## config.mk

```make
export PLATFORM = sky130hd
export DESIGN_NAME = ordered_key_list_engine_core
export DESIGN_NICKNAME = d
export VERILOG_FILES = /design/src/rtl/okle_pkg.sv /design/src/rtl/okle_store.sv /design/src/rtl/ordered_key_list_engine_core.sv
export SDC_FILE = /design/constraint.sdc
export NUM_CORES = 2
export LEC_CHECK = 0
export BUFFER_PORTS_ARGS = -buffer_cell sky130_fd_sc_hd__buf_2
export CAP_MARGIN = 20
export CORE_MARGIN = 3
export CORE_UTILIZATION = 50
export CTS_BUF_LIST = sky130_fd_sc_hd__clkbuf_4 sky130_fd_sc_hd__clkbuf_8
export DETAILED_ROUTE_END_ITERATION = 8
export PLACE_DENSITY = 0.61
export REMOVE_ABC_BUFFERS = 1
export SLEW_MARGIN = 20
export SYNTH_ARGS = -nofsm -noshare
export SYNTH_HDL_FRONTEND = slang
export SYNTH_HIERARCHICAL = 1
export SYNTH_SLANG_ARGS = --single-unit
```

## constraint.sdc

```tcl
create_clock -name clk_i -period 11.3 [get_ports clk_i]
set_input_delay 0.565 -clock clk_i [delete_from_list [all_inputs] [get_ports clk_i]]
set_output_delay 0.565 -clock clk_i [all_outputs]
set_load 0.005 [all_outputs]
```

## src/rtl/okle_pkg.sv

```systemverilog
// Shared types and codes for the ordered key list engine.
package okle_pkg;

  localparam int unsigned CmdW    = 3;
  localparam int unsigned KeyW    = 27;
  localparam int unsigned StatusW = 3;
  localparam int unsigned OutCntW = 7;

  typedef enum logic [CmdW-1:0] {
    CMD_INS_FRONT = 3'd0,
    CMD_INS_BACK  = 3'd1,
    CMD_DELETE    = 3'd2,
    CMD_SEARCH    = 3'd3,
    CMD_DUMP      = 3'd4
  } cmd_e;

  typedef enum logic [StatusW-1:0] {
    ST_INSERTED  = 3'd0,
    ST_DELETED   = 3'd1,
    ST_NOT_FOUND = 3'd2,
    ST_FOUND     = 3'd3,
    ST_ENTRY     = 3'd4,
    ST_EMPTY     = 3'd5,
    ST_FULL      = 3'd6
  } status_e;

  typedef struct packed {
    logic [CmdW-1:0] command;
    logic [KeyW-1:0] key;
  } in_t;

  typedef struct packed {
    logic [StatusW-1:0] status;
    logic [KeyW-1:0]    entry_key;
    logic [OutCntW-1:0] entry_count;
    logic               last;
  } out_t;

  // Store port enables.
  typedef struct packed {
    logic rd;
    logic key_we;
    logic nxt_we;
  } store_en_t;

endpackage

```

## src/rtl/okle_store.sv

```systemverilog
// Node store: key memory and next-pointer memory, registered read.
module okle_store #(
  parameter int unsigned Depth = 64,
  localparam int unsigned AW   = $clog2(Depth)
) (
  input  logic                          clk_i,
  input  okle_pkg::store_en_t           en_i,
  input  logic [AW-1:0]                 rd_addr_i,
  input  logic [AW-1:0]                 key_waddr_i,
  input  logic [okle_pkg::KeyW-1:0]     key_wdata_i,
  input  logic [AW-1:0]                 nxt_waddr_i,
  input  logic [AW-1:0]                 nxt_wdata_i,
  output logic [okle_pkg::KeyW-1:0]     key_rdata_o,
  output logic [AW-1:0]                 nxt_rdata_o
);

  logic [okle_pkg::KeyW-1:0] key_mem [Depth];
  logic [AW-1:0]             nxt_mem [Depth];

  always_ff @(posedge clk_i) begin
    if (en_i.key_we) begin
      key_mem[key_waddr_i] <= key_wdata_i;
    end
    if (en_i.rd) begin
      key_rdata_o <= key_mem[rd_addr_i];
    end
  end

  always_ff @(posedge clk_i) begin
    if (en_i.nxt_we) begin
      nxt_mem[nxt_waddr_i] <= nxt_wdata_i;
    end
    if (en_i.rd) begin
      nxt_rdata_o <= nxt_mem[rd_addr_i];
    end
  end

endmodule

```

## src/rtl/ordered_key_list_engine_core.sv

```systemverilog
// Ordered key list engine: linked list of keys kept in a node store.
// Steps: insert goes through S_INS_WR to S_RESP (through S_POP first once fresh
//   slots are used up and a slot is popped from the free list); search/delete walk
//   one node per cycle, up to count nodes, and delete then unlinks and frees the node.
// Throughput: one item at a time; the next item is taken the cycle after the
//   last result of the current one is registered; dump emits one entry per
//   cycle unless stalled.
// Reset: list empty, counters and pointers cleared; store contents undefined,
//   no clearing pass (slots handed out from a fresh-slot counter first).
module ordered_key_list_engine_core #(
  parameter int unsigned CAPACITY = 64
) (
  input  logic           clk_i,
  input  logic           rst_ni,
  input  logic           in_valid_i,
  output logic           in_ready_o,
  input  okle_pkg::in_t  in_data_i,
  output logic           out_valid_o,
  input  logic           out_ready_i,
  output okle_pkg::out_t out_data_o
);

  localparam int unsigned AW = $clog2(CAPACITY);
  localparam int unsigned CW = $clog2(CAPACITY + 1);

  typedef enum logic [2:0] {
    S_IDLE,
    S_POP,
    S_INS_WR,
    S_WALK,
    S_DEL_UNLINK,
    S_DEL_FREE,
    S_RESP
  } state_e;

  state_e state_q;

  // list bookkeeping
  logic [AW-1:0] head_q, tail_q, free_head_q;
  logic [CW-1:0] count_q;     // stored entries
  logic [CW-1:0] fresh_q;     // slots ever handed out

  // per-item working registers
  logic [okle_pkg::CmdW-1:0]    cmd_q;
  logic [okle_pkg::KeyW-1:0]    key_q;
  logic [AW-1:0]                slot_q, cur_q, prev_q, succ_q;
  logic [CW-1:0]                idx_q;
  logic [okle_pkg::StatusW-1:0] res_q;

  logic           out_valid_q;
  okle_pkg::out_t out_data_q;

  // store ports
  okle_pkg::store_en_t       st_en;
  logic [AW-1:0]             st_rd_addr, st_nxt_waddr, st_nxt_wdata;
  logic [okle_pkg::KeyW-1:0] key_rd;
  logic [AW-1:0]             nxt_rd;

  logic in_fire, out_free, list_full, list_empty, fresh_left;
  logic is_ins, is_walk, start_walk, start_pop;
  logic hit, at_end, is_dump, advance, emit;

  assign in_ready_o = (state_q == S_IDLE);
  assign in_fire    = in_valid_i && in_ready_o;
  assign out_free   = !out_valid_q || out_ready_i;

  assign list_full  = (count_q == CW'(CAPACITY));
  assign list_empty = (count_q == '0);
  assign fresh_left = (fresh_q != CW'(CAPACITY));

  assign is_ins  = (in_data_i.command == okle_pkg::CMD_INS_FRONT) ||
                   (in_data_i.command == okle_pkg::CMD_INS_BACK);
  assign is_walk = (in_data_i.command == okle_pkg::CMD_DELETE) ||
                   (in_data_i.command == okle_pkg::CMD_SEARCH) ||
                   (in_data_i.command == okle_pkg::CMD_DUMP);

  assign start_walk = in_fire && is_walk && !list_empty;
  assign start_pop  = in_fire && is_ins && !list_full && !fresh_left;

  // node under the walk pointer is valid in S_WALK (its read was issued on entry or on the last advance)
  assign hit     = (key_rd == key_q);
  assign at_end  = ((idx_q + CW'(1)) == count_q);
  assign is_dump = (cmd_q == okle_pkg::CMD_DUMP);
  assign advance = (state_q == S_WALK) && !at_end &&
                   (is_dump ? out_free : !hit);

  // a result is loaded into the output register this cycle
  assign emit = (((state_q == S_WALK) && is_dump) || (state_q == S_RESP)) && out_free;

  // Store control. The FSM never reads in a cycle that writes, and every
  // write lands before the next read is issued, so no forwarding is needed.
  always_comb begin
    st_en        = '0;
    st_rd_addr   = nxt_rd;
    st_nxt_waddr = slot_q;
    st_nxt_wdata = head_q;
    if (start_walk) begin
      st_en.rd   = 1'b1;
      st_rd_addr = head_q;
    end else if (start_pop) begin
      st_en.rd   = 1'b1;
      st_rd_addr = free_head_q;
    end else if (advance) begin
      st_en.rd   = 1'b1;
    end
    unique case (state_q)
      S_INS_WR: begin
        st_en.key_we = 1'b1;
        if (cmd_q == okle_pkg::CMD_INS_FRONT) begin
          st_en.nxt_we = 1'b1;              // new node points at old head
        end else begin
          st_en.nxt_we = !list_empty;       // old tail points at new node
          st_nxt_waddr = tail_q;
          st_nxt_wdata = slot_q;
        end
      end
      S_DEL_UNLINK: begin
        st_en.nxt_we = (idx_q != '0);       // bypass the node from its predecessor
        st_nxt_waddr = prev_q;
        st_nxt_wdata = succ_q;
      end
      S_DEL_FREE: begin
        st_en.nxt_we = 1'b1;                // push freed node on the free list
        st_nxt_waddr = cur_q;
        st_nxt_wdata = free_head_q;
      end
      default: ;
    endcase
  end

  okle_store #(
    .Depth(CAPACITY)
  ) u_store (
    .clk_i       (clk_i),
    .en_i        (st_en),
    .rd_addr_i   (st_rd_addr),
    .key_waddr_i (slot_q),
    .key_wdata_i (key_q),
    .nxt_waddr_i (st_nxt_waddr),
    .nxt_wdata_i (st_nxt_wdata),
    .key_rdata_o (key_rd),
    .nxt_rdata_o (nxt_rd)
  );

  always_ff @(posedge clk_i or negedge rst_ni) begin
    if (!rst_ni) begin
      state_q     <= S_IDLE;
      head_q      <= '0;
      tail_q      <= '0;
      free_head_q <= '0;
      count_q     <= '0;
      fresh_q     <= '0;
      cmd_q       <= '0;
      key_q       <= '0;
      slot_q      <= '0;
      cur_q       <= '0;
      prev_q      <= '0;
      succ_q      <= '0;
      idx_q       <= '0;
      res_q       <= '0;
      out_valid_q <= 1'b0;
      out_data_q  <= '0;
    end else begin
      if (emit) begin
        out_valid_q <= 1'b1;
      end else if (out_ready_i) begin
        out_valid_q <= 1'b0;
      end
      unique case (state_q)
        S_IDLE: begin
          if (in_fire) begin
            cmd_q <= in_data_i.command;
            key_q <= in_data_i.key;
            idx_q <= '0;
            cur_q <= head_q;
            if (is_ins) begin
              if (list_full) begin
                res_q   <= okle_pkg::ST_FULL;
                state_q <= S_RESP;
              end else if (fresh_left) begin
                slot_q  <= AW'(fresh_q);
                fresh_q <= fresh_q + CW'(1);
                state_q <= S_INS_WR;
              end else begin
                state_q <= S_POP;
              end
            end else if (is_walk) begin
              if (!list_empty) begin
                state_q <= S_WALK;
              end else begin
                res_q   <= (in_data_i.command == okle_pkg::CMD_DUMP) ?
                           okle_pkg::ST_EMPTY : okle_pkg::ST_NOT_FOUND;
                state_q <= S_RESP;
              end
            end
            // undefined command codes are dropped
          end
        end
        S_POP: begin
          slot_q      <= free_head_q;
          free_head_q <= nxt_rd;
          state_q     <= S_INS_WR;
        end
        S_INS_WR: begin
          if (cmd_q == okle_pkg::CMD_INS_FRONT) begin
            head_q <= slot_q;
            if (list_empty) begin
              tail_q <= slot_q;
            end
          end else begin
            tail_q <= slot_q;
            if (list_empty) begin
              head_q <= slot_q;
            end
          end
          count_q <= count_q + CW'(1);
          res_q   <= okle_pkg::ST_INSERTED;
          state_q <= S_RESP;
        end
        S_WALK: begin
          if (advance) begin
            prev_q <= cur_q;
            cur_q  <= nxt_rd;
            idx_q  <= idx_q + CW'(1);
          end
          if (is_dump) begin
            if (out_free) begin
              out_data_q  <= '{status:      okle_pkg::ST_ENTRY,
                               entry_key:   key_rd,
                               entry_count: okle_pkg::OutCntW'(count_q),
                               last:        at_end};
              if (at_end) begin
                state_q <= S_IDLE;
              end
            end
          end else if (hit) begin
            if (cmd_q == okle_pkg::CMD_DELETE) begin
              succ_q  <= nxt_rd;
              state_q <= S_DEL_UNLINK;
            end else begin
              res_q   <= okle_pkg::ST_FOUND;
              state_q <= S_RESP;
            end
          end else if (at_end) begin
            res_q   <= okle_pkg::ST_NOT_FOUND;
            state_q <= S_RESP;
          end
        end
        S_DEL_UNLINK: begin
          if (idx_q == '0) begin
            head_q <= succ_q;
          end
          if (at_end) begin
            tail_q <= prev_q;
          end
          count_q <= count_q - CW'(1);
          state_q <= S_DEL_FREE;
        end
        S_DEL_FREE: begin
          free_head_q <= cur_q;
          res_q       <= okle_pkg::ST_DELETED;
          state_q     <= S_RESP;
        end
        S_RESP: begin
          if (out_free) begin
            out_data_q  <= '{status:      res_q,
                             entry_key:   '0,
                             entry_count: okle_pkg::OutCntW'(count_q),
                             last:        1'b1};
            state_q     <= S_IDLE;
          end
        end
        default: state_q <= S_IDLE;
      endcase
    end
  end

  assign out_valid_o = out_valid_q;
  assign out_data_o  = out_data_q;

  // count never exceeds capacity nor the number of slots handed out
  a_count_bound: assert property (@(posedge clk_i) disable iff (!rst_ni)
    (count_q <= CW'(CAPACITY)) && (count_q <= fresh_q))
    else $error("stored count out of bounds");

  // store is never read and written in the same cycle
  a_no_rw_overlap: assert property (@(posedge clk_i) disable iff (!rst_ni)
    st_en.rd |-> !(st_en.key_we || st_en.nxt_we))
    else $error("store read overlaps a write");

  // only dump entries may be followed by more results of the same item
  a_last_only_dump: assert property (@(posedge clk_i) disable iff (!rst_ni)
    (out_valid_o && !out_data_o.last) |-> (out_data_o.status == okle_pkg::ST_ENTRY))
    else $error("non-final result with non-entry status");

  // an insert bumps the count by exactly one
  a_insert_count: assert property (@(posedge clk_i) disable iff (!rst_ni)
    (state_q == S_INS_WR) |=> (count_q == $past(count_q) + CW'(1)))
    else $error("insert did not bump count");

endmodule

```

After elaboration in Yosys (flattened, before gate mapping)
Memories as Yosys holds them, arrays and structs flattened. A register that Yosys moved wholly into a read port is not among the register bits.
Cells that the tools add are included.

storage, ports and cells
  flip-flop bits (word level) = 138
  bits in latches = 0
  bits in writable memories = 2112
  memory bits (read-only) = 0
  input port bits = 34
  output and inout bits = 40
  word-level logic and storage cells = 177
  memories kept = 2

cells by class
  add/subtract/negate cells = 4
  $mul = 0
  div/mod/pow operators = 0
  magnitude comparators = 0
  equality and inequality tests = 36
  shifts and indexed selects = 0
  mux-type cells = 68
  bitwise operators = 2
  reductions and logical operators = 46

memories
  name             words  bits a word  read ports  clocked after memory_dff  wr ports  line              RTL
  u_store.key_mem  64     27           1           1                         1         okle_store.sv:17  logic [okle_pkg::KeyW-1:0] key_mem [Depth];
  u_store.nxt_mem  64     6            1           1                         1         okle_store.sv:18  logic [AW-1:0] nxt_mem [Depth];

operators with widths
  kind                                                              count
  38-bit 2-to-1 mux                                                 3
  6-bit 2-to-1 mux                                                  15
  38-bit case mux with 2 select lines                               1
  3-bit 2-to-1 mux                                                  21
  6-bit case mux with 2 select lines                                5
  6-bit case mux with 3 select lines                                2
  7-bit case mux with 2 select lines                                2
  27-bit == test                                                    1
  7-bit by 1-bit adder with 7-bit output (second input constant)    3
  3-bit inequality test (second input constant)                     7
  3-bit case mux with 6 select lines                                1
  2-bit inequality test (second input constant)                     8
  3-bit by 2-bit == test with 1-bit output (second input constant)  5
  3-bit == test (second input constant)                             5
  7-bit logical NOT                                                 2
  7-bit 2-to-1 mux                                                  2
  1-bit 2-to-1 mux                                                  12
  3-bit case mux with 4 select lines                                1
  2-bit nonzero test                                                6
  1-bit logical AND                                                 10
  5-bit AND reduction                                               2
  3-bit logical NOT                                                 3
  3-bit AND reduction                                               3
  4-bit AND reduction                                               2
  18 further kinds                                                  34

Depth between registers and ports, before layout
  word-level depth = 8
  depth in mapped cells = 18
  depth with buffers taken out = 12

By module
The synthesis kept the hierarchy.

modules (own cells, without submodules)
  module                        instances  cells an instance  area each (um^2)
  okle_store                    1          3512               81657.1
  ordered_key_list_engine_core  1          769                7173.1

Least setup slack after synthesis
Ideal clock, no wire load.

  kind = register -> register
  from = reg fresh_q[4]
  to = reg u_store/key_rdata_o[23] (netlist bit) (read register of u_store.key_mem) (data pin)
  library setup time = 0.256 ns
  data arrival time = 3.655 ns
  setup slack = 7.388 ns
  stages on the path, launching flop included = 14
  cell sequence = dfrtp_1 or4_1 or2_2 nand4bb_1 clkbuf_1 mux2i_1 o21ai_0 buf_2 clkbuf_1 buf_1 mux4_2 mux4_2 o22ai_1 nor2_1

on the way
  cells in the longest elaborated chain, start to end = 5
  elaborated cells on any way between the ends = 7
  those cells by class = eq/ne (1); mux (4); reduce/logical (2)

RTL lines
  what                    line                                 RTL
  start, declared         ordered_key_list_engine_core.sv:41   logic [CW-1:0] fresh_q;
  start signal, assigned  ordered_key_list_engine_core.sv:182  fresh_q <= fresh_q + CW'(1);
  7-bit inequality test   ordered_key_list_engine_core.sv:69   assign fresh_left = (fresh_q != CW'(CAPACITY));
  1-bit logical NOT       ordered_key_list_engine_core.sv:78   assign start_pop = in_fire && is_ins && !list_full && !fresh_left;
  1-bit logical AND       ordered_key_list_engine_core.sv:78
  6-bit 2-to-1 mux        ordered_key_list_engine_core.sv:100  end else if (start_pop) begin
  6-bit 2-to-1 mux        ordered_key_list_engine_core.sv:97   if (start_walk) begin
  net st_rd_addr[1]       ordered_key_list_engine_core.sv:55   logic [AW-1:0] st_rd_addr, st_nxt_waddr, st_nxt_wdata;
  end, declared           okle_store.sv:13                     output logic [okle_pkg::KeyW-1:0] key_rdata_o,

The timed path passes the listed nets, and every way through them passes these cells.
A chain may end at the register's enable or synchronous reset.

Worst setup path after layout
  from = reg state_q[2]
  to = reg u_store/key_rdata_o[15] (netlist bit) (read register of u_store.key_mem) (data pin)

on the way
  cells in the longest elaborated chain, start to end = 7
  elaborated cells on any way between the ends = 15
  those cells by class = eq/ne (1); mux (5); reduce/logical (9)

RTL lines
  what                            line                                 RTL
  start, declared                 ordered_key_list_engine_core.sv:36   state_e state_q;
  start signal, assigned          ordered_key_list_engine_core.sv:147  state_q <= S_IDLE;
  start signal, assigned          ordered_key_list_engine_core.sv:179  state_q <= S_RESP;
  start signal, assigned          ordered_key_list_engine_core.sv:183  state_q <= S_INS_WR;
  3-bit logical NOT *             ordered_key_list_engine_core.sv:63   assign in_ready_o = (state_q == S_IDLE);
  1-bit logical AND *             ordered_key_list_engine_core.sv:64   assign in_fire = in_valid_i && in_ready_o;
  1-bit logical AND (3 in a row)  ordered_key_list_engine_core.sv:78
  6-bit 2-to-1 mux                ordered_key_list_engine_core.sv:100
  6-bit 2-to-1 mux *              ordered_key_list_engine_core.sv:97
  net st_rd_addr[0]               ordered_key_list_engine_core.sv:55

The timed path passes the listed nets; every way through them passes the cells marked *.

==> flow_metrics.env <==
export IMPL_maxSlewViolCount=0
export IMPL_clkLatencyLatePin_ns=1.06
export IMPL_hold_path_startpoint="in_valid_i"
export IMPL_setup_viol=0
export IMPL_layout_commonest_cell="edfxtp_1"
export IMPL_drt_iter0_drc=5411
export IMPL_yosysTopAreaCellShare=0.725
export IMPL_syn_area_um2=88800
export IMPL_clkTransAtPathRegs_ns=0.06
export IMPL_synthTopCellsByArea="edfxtp_1 73%, mux4_2 14%, dfrtp_1 3.9%"
export IMPL_r2r_start="state_q[2]"
export IMPL_path_max_fanout=71
export IMPL_cp_cell_sequence="nor3_1, nand2_2, nand4bb_1, mux2i_1, o21ai_4, buf_12, buf_4, mux4_2, mux4_2, o22ai_1, nor2_1"
export IMPL_crit_buf_inv=2
export IMPL_crit_path_max_incr_delay_ns=0.76
export IMPL_arrival_ns=7.90
export IMPL_cp_slowest_cell="buf_4"
export IMPL_vias=45300
export IMPL_cts_max_path_buffers=4
export IMPL_grt_pass1_vias=45700
export IMPL_htreeDepth=5
export IMPL_hold_violations=0
export IMPL_grt_max_degree=113
export IMPL_fin_nets=4736
export IMPL_globalplace_congestion=0.818
export IMPL_wl_per_cell_um=32.2
export IMPL_synth_top_cell_by_area="edfxtp_1"
export IMPL_die_y_um=427
export IMPL_max_freq_ghz=0.140
export IMPL_areaGrowthSynthToFinish_pct=13.2
export IMPL_placeableCoreArea_um2=176000
export IMPL_path_delay_family="simple AND/OR/NAND/NOR gates"
export IMPL_ir_drop_mv=0.190
export IMPL_avgViaCountPerCell=6.19
export IMPL_period_share=0.634
export IMPL_drtAntennaViolNets=0
export IMPL_overflow=0
export IMPL_avgSynthCellArea_um2=20.7
export IMPL_grt_total_usage=0.261
export IMPL_critPathLaunchType="flop"
export IMPL_yosysUniqueCellTypes=68
export IMPL_antenna_found_initial=10
export IMPL_firstDrtPassIters=7
export IMPL_crit_type="flop to flop"
export IMPL_finalPower_mw=25.6
export IMPL_p_leak_nw=32.8
export IMPL_fin_ws_ns=4.14
export IMPL_async_reset_ff_frac=0.0604
export IMPL_dpl_cell_area_um2=93000
export IMPL_tightest_slew_ns=1.29
export IMPL_end_kind="flop"
export IMPL_setup_tns_ns=0
export IMPL_path_common_cell="mux4_2"
export IMPL_timing_slew_headroom=0.137
export IMPL_io_buffers=73
export IMPL_hold_ws_ns=0.177
export IMPL_rows=154
export IMPL_cts_hold_buf=32
export IMPL_drc=0
export IMPL_post_cts_resized=0
export IMPL_die_w_um=427
export IMPL_ys_flop_type="edfxtp_1"
export IMPL_start_util=0.504
export IMPL_rsz0062_at_grt="no"
export IMPL_cp_startpoint="state_q[2]"
export IMPL_wl_mm=236
export IMPL_die_area_um2=183000
export IMPL_min_path_type="input port to flop"
export IMPL_cts_tree="yes"
export IMPL_post_cts_buffers=0
export IMPL_layout_common_cells="2145 x edfxtp_1, 562 x mux4_2, 402 x clkbuf_8"
export IMPL_preCtsSetupSlack_ns=4.13
export IMPL_root_buffer="clkbuf_8"
export IMPL_power_density_nw_per_um2=255
export IMPL_fin_crit_ns=7.16
export IMPL_required_ns=12.04
export IMPL_ys_ff_latch=2283
export IMPL_yosysWarnings=6
export IMPL_grt_pass1_wl_mm=336
export IMPL_cts_sinks=2283
export IMPL_io_pins=74
export IMPL_synth_edff_count=2145
export IMPL_finalClockSkew_ns=0.0661
export IMPL_ff2ff_setup_slack_ns=4.14
export IMPL_finalInstanceArea_um2=101000
export IMPL_yosysSeqAreaShare=0.764
export IMPL_status="finished clean"
export IMPL_drive_above_1_share=0.309
export IMPL_maxCapViolations=0
export IMPL_syn_instance_count=4281
export IMPL_cts_made_buffers=382
export IMPL_dpl_hpwl_mm=136
where the power goes:
group	internal [mW]	switching [mW]	leakage [nW]
logic	2.38	4.72	7.86
registers	11.1	0.469	21.2
clock network	3.74	3.23	3.83
total	17.2	8.43	32.8
state kept, by name, summed over array words and instances (netlist names), 6 cells and up:
signal	cells
u_store/key_mem	1728
u_store/nxt_mem	384
out_data_o	38
key_q	27
u_store/key_rdata_o	27
count_q	7
fresh_q	7
idx_q	7
cur_q	6
free_head_q	6
head_q	6
prev_q	6
slot_q	6
succ_q	6
tail_q	6
u_store/nxt_rdata_o	6
cell usage after synthesis, types with 3 or more instances:
library cell  count
edfxtp_1       2145
mux4_2          562
nor2_1          249
nand2_1         225
dfrtp_1         138
mux2i_1         134
clkbuf_1        133
a21oi_1         100
o22ai_1          91
o21ai_0          57
buf_2            45
o221ai_1         29
buf_4            28
mux2_2           27
nor2b_1          26
xnor2_1          24
xor2_1           24
buf_1            21
inv_1            17
nand3_1          16
nor3_1           16
nand2b_1         14
nand3b_1         13
nand4_1          13
a22oi_1          12
a221o_1          11
ha_1              9
a311oi_1          8
buf_6             8
or2_2             7
or3_1             6
nor4_1            5
or3b_2            5
a41o_1            4
and2_1            4
and3_1            4
o211ai_1          4
a21o_1            3
a22o_1            3
a31o_2            3
o21a_1            3
worst reg2reg max path: cells and delay by family, from the launching register on:
family / cells / cell delay, ns
AO/OA/AOI/OAI: 2 / 1.38
buffers and inverters: 2 / 1.37
flip-flops: 1 / 0.67
multiplexers: 3 / 1.48
AND/OR/NAND/NOR: 4 / 2.01
stage by stage:
stage	utilization	instances
2_1_floorplan	-	4046
3_3_place_gp	0.526	6608
3_5_place_dp	0.528	6615
4_1_cts	0.570	7315
5_1_grt	0.570	7318
6_report	0.570	7319
area by class of cell:
type	count	area, µm²
diodes	3	7.51
clock buffers	507	6320
clock inverters	161	853
fillers	13100	75800
inverters	17	63.8
multi-input cells	1746	20400
flip-flops and latches	2283	67900
well taps	2340	2930
repair buffers	262	2040
logic make-up after synthesis:
family / count (synthesis) / synth area share
muxes: 724 / 0.161
AOI/OAI and AO/OA: 346 / 0.0250
buffers and inverters: 252 / 0.0131
adders and majority gates: 10 / 0.00149
DFF: 2283 / 0.764
xor gates and xnor gates: 48 / 0.00473
and+or+nand+nor: 618 / 0.0305
routing by layer:
metal | up-vias | global-route usage | share of wire
met2 | 2064 | 0.410 | 0.48
met1 | 24300 | 0.367 | 0.40
li1 | 18500 | - | -
met5 | - | 0 | 0.000055
met4 | 2 | 0.101 | 0.039
met3 | 431 | 0.0505 | 0.081
worst paths after layout:
path / endpoint / cells after the start
setup / recovery: u_store/key_rdata_o[15] / 11
hold reg to reg: out_data_o[15] / 2
hold / removal: slot_q[4] / 4
max in group asynchronous: key_q[14] / 3
min in group asynchronous: count_q[4] / 2
setup reg to reg: u_store/key_rdata_o[15] / 11
Power figures use the tool's default switching activity.
